File: src/hdl/oaht_pkg.sv
// ----------------------------------------------------------------------------
// oaht_pkg
// Types, codes and constants shared by the hash table modules.
// ----------------------------------------------------------------------------
package oaht_pkg;

  localparam int LOG2_SLOTS_DEF = 10;
  localparam int VALUE_BITS_DEF = 16;
  localparam int LOG2_WIDTH     = 4;
  localparam logic [LOG2_WIDTH-1:0] TABLE_LOG2_RESET = 4'd10;

  typedef enum logic [1:0] {
    MODE_INSERT = 2'd0,
    MODE_FIND   = 2'd1,
    MODE_REMOVE = 2'd2,
    MODE_CLEAR  = 2'd3
  } mode_t;

  typedef enum logic [1:0] {
    ST_OK        = 2'd0,
    ST_NOT_FOUND = 2'd1,
    ST_FULL      = 2'd2,
    ST_NULL_KEY  = 2'd3
  } status_t;

  typedef enum logic [1:0] {
    MARK_EMPTY = 2'd0,
    MARK_USED  = 2'd1,
    MARK_TOMB  = 2'd2,
    MARK_RSVD  = 2'd3
  } mark_t;

  typedef struct packed {
    logic [1:0]  mode;
    logic [63:0] key_hi;
    logic [63:0] key_lo;
    logic [31:0] key_hash;
    logic [15:0] value_in;
    logic [10:0] slot_in;
  } req_t;

  typedef struct packed {
    logic [1:0]  status;
    logic [15:0] value_out;
    logic [9:0]  slot_out;
  } rsp_t;

  // Front-end verdict on one request, carried through the command queue.
  typedef struct packed {
    logic        null_key;
    logic        rm_valid;
    logic [1:0]  mode;
    logic [63:0] key_hi;
    logic [63:0] key_lo;
    logic [31:0] key_hash;
    logic [15:0] value_in;
    logic [9:0]  slot_in;
  } cmd_t;

endpackage

File: src/hdl/oaht_front.sv
// ----------------------------------------------------------------------------
// oaht_front
// Accepts requests, classifies them and queues them for the back end.
// ----------------------------------------------------------------------------
module oaht_front #(
  parameter int LOG2_SLOTS = oaht_pkg::LOG2_SLOTS_DEF
) (
  input  logic                              clk,
  input  logic                              rst,
  input  oaht_pkg::req_t                    req,
  input  logic                              req_valid,
  output logic                              req_ready,
  input  logic [oaht_pkg::LOG2_WIDTH-1:0]   size_log2,
  output oaht_pkg::cmd_t                    cmd,
  output logic                              cmd_valid,
  input  logic                              cmd_ready
);
  import oaht_pkg::*;

  // Two-entry queue.
  cmd_t       q [2];
  logic [1:0] count;
  logic       rd_ptr;
  logic       wr_ptr;
  cmd_t       c;
  logic       push;
  logic       pop;
  logic [LOG2_SLOTS:0] size_ext;

  always_comb begin
    size_ext = (LOG2_SLOTS+1)'(1) << size_log2;
    c.mode     = req.mode;
    c.key_hi   = req.key_hi;
    c.key_lo   = req.key_lo;
    c.key_hash = req.key_hash;
    c.value_in = req.value_in;
    c.slot_in  = req.slot_in[9:0];
    c.null_key = (req.key_hi == '0) && (req.key_lo == '0) &&
                 ((req.mode == MODE_INSERT) || (req.mode == MODE_FIND));
    c.rm_valid = !req.slot_in[10] && (32'(req.slot_in[9:0]) < 32'(size_ext));
  end

  assign req_ready = (count != 2'd2);
  assign cmd_valid = (count != 2'd0);
  assign cmd       = q[rd_ptr];
  assign push      = req_valid && req_ready;
  assign pop       = cmd_valid && cmd_ready;

  always_ff @(posedge clk) begin
    if (push) begin
      q[wr_ptr] <= c;
    end
  end

  always_ff @(posedge clk) begin
    if (rst) begin
      count  <= 2'd0;
      rd_ptr <= 1'b0;
      wr_ptr <= 1'b0;
    end else begin
      if (push) begin
        wr_ptr <= ~wr_ptr;
      end
      if (pop) begin
        rd_ptr <= ~rd_ptr;
      end
      count <= count + {1'b0, push} - {1'b0, pop};
    end
  end

endmodule

File: config.mk
export PLATFORM = sky130hd
export DESIGN_NAME = oaht_front
export DESIGN_NICKNAME = d
export VERILOG_FILES = /design/src/hdl/oaht_pkg.sv /design/src/hdl/oaht_front.sv
export SDC_FILE = /design/constraint.sdc
export NUM_CORES = 1
export LEC_CHECK = 0
export CAP_MARGIN = 5
export CORE_MARGIN = 5
export CORE_UTILIZATION = 45
export CTS_BUF_LIST = sky130_fd_sc_hd__clkbuf_16
export DETAILED_ROUTE_END_ITERATION = 6
export DONT_BUFFER_PORTS = 1
export PLACE_DENSITY_LB_ADDON = 0.1
export SYNTH_ARGS = -nofsm -noshare
export SYNTH_HDL_FRONTEND = slang
export SYNTH_SLANG_ARGS = --single-unit
export TNS_END_PERCENT = 100
File: constraint.sdc
create_clock -name clk -period 12.9 [get_ports clk]
set_input_delay 1.29 -clock clk [delete_from_list [all_inputs] [get_ports clk]]
set_output_delay 1.29 -clock clk [all_outputs]
set_load 0.01 [all_outputs]
; Word-level counts from Yosys, hierarchy flattened
; Memory sizes are Yosys's and may differ from the RTL's. A register that Yosys moved wholly into a read port is not among the register bits.
; Cells that the tools add are included.
[word_totals]
reg_bits = 4
ram_bits = 380
input_bits = 197
out_inout_bits = 192
word_cells = 27
n_memories = 1
[mem_list]
columns = memory, depth, width, read_ports, rd_clocked_by_memory_dff, wr, line_no
row1 = q, 2, 190, 1, 1, 1, oaht_front.sv:21  ; cmd_t q [2];
[op_classes]
add_sub_neg = 2
n_lt_le_gt_ge = 1
eq_ne = 2
shifts = 1
muxes = 4
n_bitwise = 2
n_reduce_logical = 11
[op_table]
columns = cell, count
row1 = 64-bit logical NOT, 2
row2 = 10-bit by 11-bit < comparator with 1-bit output, 1
row3 = 1-bit by 4-bit << shifter with 11-bit output (first input constant), 1
row4 = 1-bit logical AND, 5
row5 = 1-bit two-way mux, 4
row6 = 2-bit by 1-bit adder with 2-bit output, 1
row7 = 2-bit by 1-bit == test with 1-bit output (second input constant), 1
row8 = 2-bit logical NOT, 1
row9 = 2-bit inequality test (second input constant), 1
row10 = 1-bit NOT, 2
row11 = 2-bit nonzero test, 1
row12 = 2-bit by 1-bit subtractor with 2-bit output, 1
row13 = 1-bit logical NOT, 1
row14 = 1-bit logical OR, 1

; Depth between registers and ports, before layout
; Gate-level depths: netlist (run 1).
[logic_depth]
ltp_word = 4
depth_mapped = 8

; Worst setup path after synthesis (run 1)
; No wires, ideal clock.
[synth_timing]
path_kind = input -> register
from = input port req_valid
to = memory q[0][0] (netlist name) (enable)
setup_ps = 743
arrival_time_ps = 9263
setup_slack_ps = 2894
cell_stages = 2
path_buffers = 0
cell_sequence = nand2_1 nor2_1
[synth_between]
elab_chain_len = 3
[synth_rtl]
columns = item, line_no
row1 = from (decl), oaht_front.sv:11  ; input logic req_valid,
row2 = 1-bit logical AND, oaht_front.sv:46  ; assign push = req_valid && req_ready;
row3 = 1-bit two-way mux, oaht_front.sv:50  ; if (push) begin
row4 = 1-bit two-way mux (not written as such), oaht_front.sv:51  ; q[wr_ptr] <= c;
row5 = to (decl), oaht_front.sv:21
; No other way between the ends.

==> flow_summary.yaml, run 1 <==
synth:
  yosysTopAreaCell: "edfxtp_1"
  synth_cell_types: 30
  syn-num-nets: 906
  yosys_warnings: 0
  synth_top_area_share_pct: 78.9
  synth.avg_cell_area_um2: 20.7
  synth_edf_count: 380
  synthTopCellsByArea: "edfxtp_1, mux2_2, nor4_1, ha_1, dfxtp_1"
  seq_area_frac_synth_pct: 79.6
  synthArstFlopShare_pct: 0
  syn_area_mm2: 0.0145
  yosys_register_bits: 385
  syn_inst: 698
  ys_dominant_reg_cell: "edfxtp_1"
timing:
  tns_ns: 0
  fin_crit_ns: 3.75
  worst_pin_slew_ns: 1.22
  slew_headroom_pct: 18.8
  hold_slack_ns: 0.518
  clock.fmax_mhz: 267
  skew_ns: 0.00872
  rsz0062_at_grt: "false"
  setup_viol: 0
  hold_viol_final: 0
  slew_violations: 0
  period_share_pct: 29.1
die:
  die_x_um: 189
  pin_count: 389
  die-area_mm2: 0.0358
  initial_utilization_pct: 45.7
  rows: 65
  core_mm2: 0.0316
  die_h_um: 189
layout:
  drive_above_1_share_pct: 34.0
  nFillCells: 2540
  nNetsFinal: 934
  area_growth_syn_to_layout_pct: 12.1
  insertedDiodeCount: 0
  layout_commonest_cell: "edfxtp_1"
  final_cell_mix: "edfxtp_1, mux2_2, clkbuf_16"
setup_path:
  worstPathRequired_ns: 11.61
  worstRegToRegCells: 4
  critPathArrivalTime_ns: 2.46
  end_kind: "output port"
  worstPathMaxFanout: 93
  path_class: "reg -> out"
  r2r-start: "count[0]"
  cp-start-kind: "flop"
  rrSetupSlack_ns: 9.81
  rr_endpoint: "q[0][164]"
power:
  powerDensity_mw_per_mm2: 208
  pwr-share-seq_pct: 48.4
  power.share.switching_pct: 26.1
  p_int_uw: 2490
  clockPowerShare_pct: 33.2
  p_leak_uw: 0.00519
  power.switching_uw: 879
  vdd_drop_max_v: 0.000127
  p_comb_share_pct: 18.4
placement:
  port_buffers: 0
  gp_congestion: 0.804
  dp_hpwl_mm: 21.4
outcome:
  status: "completed"
global_routing:
  antenna_found_initial: 0
  grt_max_degree: 94
  grt-ovfl-total: 0
  grt_pass1_vias: 6921
  grtUsageTotal_pct: 16.2
  grt_pass1_wl_mm: 44.0
detailed_routing:
  drt_iter0_drc: 281
  ant_nets: 0
  vias: 6409
  dr.pass1.iters: 4
  wl_per_cell_um: 26.3
  viasPerCell: 5.53
  drc: 0
  wl_mm: 30.5
min_path:
  min_to: "rd_ptr"
  hold_path.startpoint: "rd_ptr"
  hp-class: "reg -> reg"
  min_path_cells: 2
clocking:
  cts_buffer_depth: 3
  numCtsBuffers: 41
  cts_num_sinks: 385
  hold_buffers: 0
  clk_pin_slew_ns: 0.06
  ctsResizeCount: 0
  htree_levels: 2
  root_buffer: "clkbuf_16"
  clk_latency_ns: 0.52
  post-cts-setup-buffer-count: 0
  tritoncts: "built"
run:
  drv_cap: 0
-- synth_stat cells, drive strengths merged, types with 2 or more instances --
library cell and instances:
nand3b 2, nand3 4, mux2 190, xnor2 2
dfxtp 5, nor4 33, a21oi 2, xor2 2
buf 21, nand2 9, nor2b 3, nor2 12
edfxtp 380, a21o 3, ha 11, nand4 8
-- kinds of logic after synthesis --
family,count (synthesis),share of synthesized area [%]
flops,385,79.6
fa+ha+maj,11,0.951
compound gates,8,0.372
xor+xnor,4,0.242
buf+inv,22,0.925
mux,190,14.8
simple gates,78,3.16
-- through the flow --
stage / power, uW / utilization (%) / instance area [um2] / cells / worst slack (ns)
floorplan: 2200 / - / 14500 / 698 / 2.89
global placement: 2280 / 47.1 / 14900 / 1085 / 9.23
detailed placement: 2300 / 47.1 / 14900 / 1085 / 9.13
CTS: 3430 / 51.3 / 16200 / 1158 / 9.07
global route: 3520 / 51.3 / 16200 / 1158 / 8.99
finish: 3370 / 51.3 / 16200 / 1158 / 9.15
-- area by class of cell --
type	instances	area, um2	share of cell area [%]
Clock inverter	30	236	1.46
Tap cell	402	503	3.10
Sequential cell	385	11500	71.0
Clock buffer	43	1080	6.64
Multi-Input combinational cell	291	2840	17.5
Inverter	1	3.75	0.0231
Timing Repair Buffer	6	45.0	0.278
-- how the worst max path moves through the flow --
stage | from | to
3_5_place_dp | req_valid | q[0][139]
3_3_place_gp | req_valid | q[0][129]
6_report | flop | cmd[169]
5_1_grt | flop | cmd[169]
4_1_cts | flop | cmd[169]
2_1_floorplan | req_valid | q[0][0]
-- state kept, by name (all words and copies together) (netlist names), named ones only --
register / cells
rd_ptr: 1
q: 380
wr_ptr: 1
count: 2
-- layer usage --
layer	track usage (%)	share of wire (%)	vias to the layer above
li1	-	-	2876
met2	29.0	52	270
met4	4.70	2.4	0
met3	9.26	13	50
met5	0	0	-
met1	15.9	32	3213
-- power by group through the flow --
stage               sequential, uW  combinational (uW)  clock [uW]
finish                        1630                 621        1120
global route                  1650                 666        1210
CTS                           1630                 642        1150
detailed placement            1660                 639           0
global placement              1650                 631           0
floorplan                     1690                 505           0
-- worst max-delay path, cell delays in order, from the launching register on --
cell,delay [ns]
dfxtp_4,0.45
buf_4,0.94
mux2_2,0.49
No activity file was read; power rests on OpenSTA's default activity.
==> run 2, diff against run 1 <==
==> constraint.sdc (replaced) <==
create_clock -name clk -period 3.3 [get_ports clk]
set_input_delay 0.33 -clock clk [delete_from_list [all_inputs] [get_ports clk]]
set_output_delay 0.33 -clock clk [all_outputs]
set_load 0.01 [all_outputs]
==> run 2 against run 1 <==
Non-clock buffer count rose by 191. Total power grew to 4.0 times the previous value. Global-route usage up 1.4 points. Core utilization increased by 6.4 points. Register-to-register slack got worse by 8.6 ns. Worst hold slack worse by 0.44 ns. Flip-flop and latch count stayed put. Critical endpoint is now cmd[164].
==> flow_summary.yaml, run 2 (same netlist as run 1, synthesis figures left out) <==
power:
  fin_total_pwr_uw: 13600
  power.switching_uw: 3560
  p_comb_share_pct: 20.2
  p_int_uw: 10000
  p_leak_uw: 0.00604
  powerDensity_mw_per_mm2: 745
  pwr-share-seq_pct: 46.8
  power.share.switching_pct: 26.2
  vdd_drop_max_v: 0.000468
  clockPowerShare_pct: 32.9
setup_path:
  path_class: "reg -> out"
  critPathArrivalTime_ns: 1.91
  end_kind: "output port"
  rrSetupSlack_ns: 1.24
  worstPathMaxFanout: 46
  worstPathRequired_ns: 2.97
  critical_path.max_stage_delay_ns: 0.51
  worstRegToRegCells: 3
  cp_slowest_cell: "buf_4"
  path_cells: "buf_4 > mux2_2"
  cp-start-kind: "flop"
  r2r-start: "count[0]"
  rr_endpoint: "q[1][109]"
layout:
  area_growth_syn_to_layout_pct: 26.0
  nFillCells: 2366
  insertedDiodeCount: 0
  final_area_mm2: 0.0182
  nNetsFinal: 1125
  ff_latch_area_mm2: 0.0115
  layout_commonest_cell: "edfxtp_1"
  largest_reg_flops: 380
  top_regs: "q (380), count (2)"
  top_register: "q"
  final_cell_mix: "edfxtp_1, mux2_2, dlygate4sd3_1"
  multi_input_area_mm2: 0.00285
  drive_above_1_share_pct: 28.2
timing:
  slew_violations: 0
  hold_viol_final: 0
  hold_slack_ns: 0.0801
  rsz0062_at_grt: "false"
  setup_viol: 0
  skew_ns: 0.0183
  fin_crit_ns: 2.24
  slew_headroom_pct: 38.3
  tns_ns: 0
  clock.fmax_mhz: 446
  period_share_pct: 68.0
  worst_pin_slew_ns: 0.925
detailed_routing:
  dr.max_layer_used: "met4"
  vias: 7265
  wl_per_cell_um: 24.6
  wl_mm: 33.1
  wl_met2_mm: 16.7
  viasPerCell: 5.38
  drt_iter0_drc: 281
  wl_met1_mm: 12.0
  dr.pass1.iters: 4
  route.met3.wl_mm: 3.37
  ant_nets: 0
  drc: 0
die:
  die_x_um: 189
  core_mm2: 0.0316
  die-area_mm2: 0.0358
  die_h_um: 189
  rows: 65
  initial_utilization_pct: 45.7
  pin_count: 389
run:
  drv_cap: 0
min_path:
  min_path_cells: 3
  hold_path.startpoint: "req_valid"
  min_to: "wr_ptr"
  hp-class: "in -> reg"
clocking:
  post-cts-setup-buffer-count: 0
  clk_latency_ns: 0.51
  htree_levels: 2
  ctsResizeCount: 0
  numCtsBuffers: 41
  cts_num_sinks: 385
  clk_pin_slew_ns: 0.05
  hold_buffers: 189
  cts_buffer_depth: 3
  tritoncts: "built"
  root_buffer: "clkbuf_16"
outcome:
  status: "completed"
global_routing:
  grtUsageTotal_pct: 17.6
  antenna_found_initial: 0
  grt_max_degree: 135
  grt_pass1_wl_mm: 48.3
  grt_pass1_vias: 7915
  grt-ovfl-total: 0
placement:
  port_buffers: 0
  placed_area_mm2: 0.0150
  gp_congestion: 0.798
  dp_hpwl_mm: 21.6
[run 2: cell types whose count changed in the layout (fill, tap and decap cells not counted), sizes merged]
cell         change
buf              +2
clkinv           +2
dlygate4sd3    +189
bufinv           +1
clkinvlp         -2
[run 2: critical path: cells and delay by family (launching register included)]
family	cells	cell delay, ns
buffers and inverters	1	0.51
multiplexers	1	0.47
flip-flops	1	0.37
[run 2: final cells by class]
class / count / area share [%]
tap: 402 / 2.76
multi-input combinational: 291 / 15.6
clock inverter: 31 / 1.48
clock buffer: 43 / 5.90
inverter: 1 / 0.0206
timing repair buffer: 197 / 11.0
sequential: 385 / 63.2
[run 2: worst max-delay path by stage]
| stage | to | depth (start not counted) |
|---|---|---|
| 6_report | cmd[164] | 2 |
| 5_1_grt | cmd[169] | 2 |
| 4_1_cts | cmd[189] | 2 |
| 3_5_place_dp | q[0][189] | 4 |
| 3_3_place_gp | q[0][189] | 4 |
| 2_1_floorplan | q[0][0] | 3 |
[run 2: metal layers]
layer / vias to the layer above / GRT usage, %
met2: 324 / 30.8
met5: - / 0
li1: 3271 / -
met3: 63 / 7.13
met1: 3607 / 19.7
met4: 0 / 5.59
[run 2: metrics by stage]
| stage | setup WS [ns] | util [%] | std cells |
|---|---|---|---|
| 6_report | 1.06 | 57.6 | 1350 |
| 2_1_floorplan | -0.456 | - | 698 |
| 3_3_place_gp | 1.11 | 47.4 | 1087 |
| 4_1_cts | 0.991 | 57.6 | 1350 |
| 5_1_grt | 0.975 | 57.6 | 1350 |
| 3_5_place_dp | 0.995 | 47.4 | 1087 |
[run 2: power groups by stage]
| stage | registers, uW | clock network (uW) | logic (uW) |
|---|---|---|---|
| after detailed placement | 6470 | 0 | 2580 |
| after global placement | 6430 | 0 | 2540 |
| after floorplan | 6470 | 0 | 1990 |
| after global routing | 6410 | 4800 | 2920 |
| final | 6360 | 4470 | 2750 |
| after CTS | 6360 | 4600 | 2820 |
==> run 3, diff against run 2 <==
==> constraint.sdc (replaced) <==
create_clock -name clk -period 2 [get_ports clk]
set_input_delay 0.2 -clock clk [delete_from_list [all_inputs] [get_ports clk]]
set_output_delay 0.2 -clock clk [all_outputs]
set_load 0.01 [all_outputs]
==> run 3 against run 2 <==
The flow now finishes with violations (negative setup slack). Clock power grew 51%. Setup slack got worse by 1.1 ns. Core utilization rose by 0.58 points. Combinational power increased by 77%. Critical path type unchanged.
==> flow_summary.yaml, run 3 (same netlist as run 1, synthesis figures left out) <==
setup_path:
  end_kind: "output port"
  critPathArrivalTime_ns: 1.83
  worstPathMaxFanout: 39
  cp_top_family: "buffers and inverters"
  worst-path-buf-inv: 2
  path_cells: "buf_16 > buf_16 > mux2_2"
  critical_path.max_stage_delay_ns: 0.40
  path_class: "reg -> out"
  rrSetupSlack_ns: 0.14
  cp_slowest_cell: "mux2_2"
  worstPathRequired_ns: 1.80
  timing.critical_path.mode_cell: "buf_16"
  cp-start-kind: "flop"
detailed_routing:
  vias: 7335
  ant_nets: 0
  drt_iter0_drc: 338
  wl_mm: 33.4
  viasPerCell: 5.38
  wl_per_cell_um: 24.5
  dr.pass1.iters: 4
  drc: 0
die:
  die_x_um: 189
  die-area_mm2: 0.0358
  die_h_um: 189
  pin_count: 389
  core_mm2: 0.0316
  initial_utilization_pct: 45.7
  rows: 65
global_routing:
  antenna_found_initial: 0
  grt_max_degree: 93
  use_met1_pct: 20.2
  use_met3_pct: 6.82
  grt_pass1_vias: 7993
  grt-ovfl-total: 0
  grt_busiest_layer: "met2"
  grtUsageTotal_pct: 17.7
  grt_pass1_wl_mm: 48.2
  grt_util_met2_pct: 30.6
power:
  p_leak_uw: 0.00618
  powerDensity_mw_per_mm2: 1200
  vdd_drop_max_v: 0.000692
clocking:
  root_buffer: "clkbuf_16"
  post-cts-setup-buffer-count: 0
  cts_num_sinks: 385
  htree_levels: 2
  numCtsBuffers: 41
  cts_buffer_depth: 3
  clk_pin_slew_ns: 0.06
  tritoncts: "built"
  clk_latency_ns: 0.53
layout:
  drive_above_1_share_pct: 28.7
  final_cell_mix: "edfxtp_1, dlygate4sd3_1, mux2_2"
  nNetsFinal: 1139
  layout.cells.non_filler: 1364
  insertedDiodeCount: 0
  top_register: "q"
  area_growth_syn_to_layout_pct: 27.3
  largest_reg_flops: 380
  top_regs: "q (380), count (2)"
  layout_commonest_cell: "edfxtp_1"
timing:
  slew_headroom_pct: 54.3
  setup_viol: 3
  skew_ns: 0.0186
  fin_crit_ns: 2.03
  slew_violations: 0
  clock.fmax_mhz: 492
  setup_ws_ns: -0.0309
  hold_viol_final: 0
  period_share_pct: 102
  rsz0062_at_grt: "true"
  worst_pin_slew_ns: 0.679
placement:
  dp_hpwl_mm: 22.3
  dp_slack_ns: -0.105
  port_buffers: 0
  numPlacedInstances: 1099
  gp_congestion: 0.818
outcome:
  status: "finished with violations"
  failed_checks: "negative setup slack"
run:
  drv_cap: 0
min_path:
  hp-class: "in -> reg"
-- run 3: metal layers --
layer / up-vias / share of wire (%)
met5: - / 0
met3: 66 / 9.6
met2: 306 / 50
li1: 3282 / -
met1: 3681 / 37
met4: 0 / 3.4
-- run 3: final cells by class --
cell class	instances	area [um2]
Fill cell	2333	13200
Sequential cell	385	11500
Multi-Input combinational cell	291	2940
Timing Repair Buffer	211	2240
Clock buffer	43	1080
Tap cell	402	503
Clock inverter	31	139
Inverter	1	3.75
-- run 3: final timing paths --
kind | startpoint | to | depth (start not counted)
worst max-delay path | flop | cmd[119] | 3
worst min-delay path | cmd_ready | rd_ptr | 3
worst max register to register | count[1] | count[1] | 8
worst min register to register | rd_ptr | rd_ptr | 2
-- run 3: worst register-to-register path, delay by kind of cell (launching register included) --
kind | cells | cell delay (ns)
simple gates | 3 | 0.61
fa+ha+maj | 2 | 0.43
flops | 1 | 0.35
xor+xnor | 2 | 0.32
buf+inv | 1 | 0.05
-- run 3: where the power goes --
part	switching, uW	internal [uW]	total [uW]
clock network	2860	3870	6730
registers	264	10200	10500
logic	2840	2020	4860
-- run 3: timing repair --
item	4_1_cts	5_1_grt
endpoints found under the hold margin	385	0
hold buffers	191	0
endpoints found under the setup margin	102	154
gates resized for setup	3	25
-- run 3: through the flow --
stage	util (%)	hold WS (ns)	power [uW]	setup TNS (ns)	cell area (um2)
after global placement	48.0	0.267	15000	0	15200
after floorplan	-	0.264	14000	-573.25	14500
after detailed placement	48.0	0.272	15100	-0.210	15200
after CTS	57.9	0.00993	22300	-0.718	18300
final	58.2	0.0305	22100	-0.0571	18400
after global routing	58.2	0.0460	23100	-4.45	18400
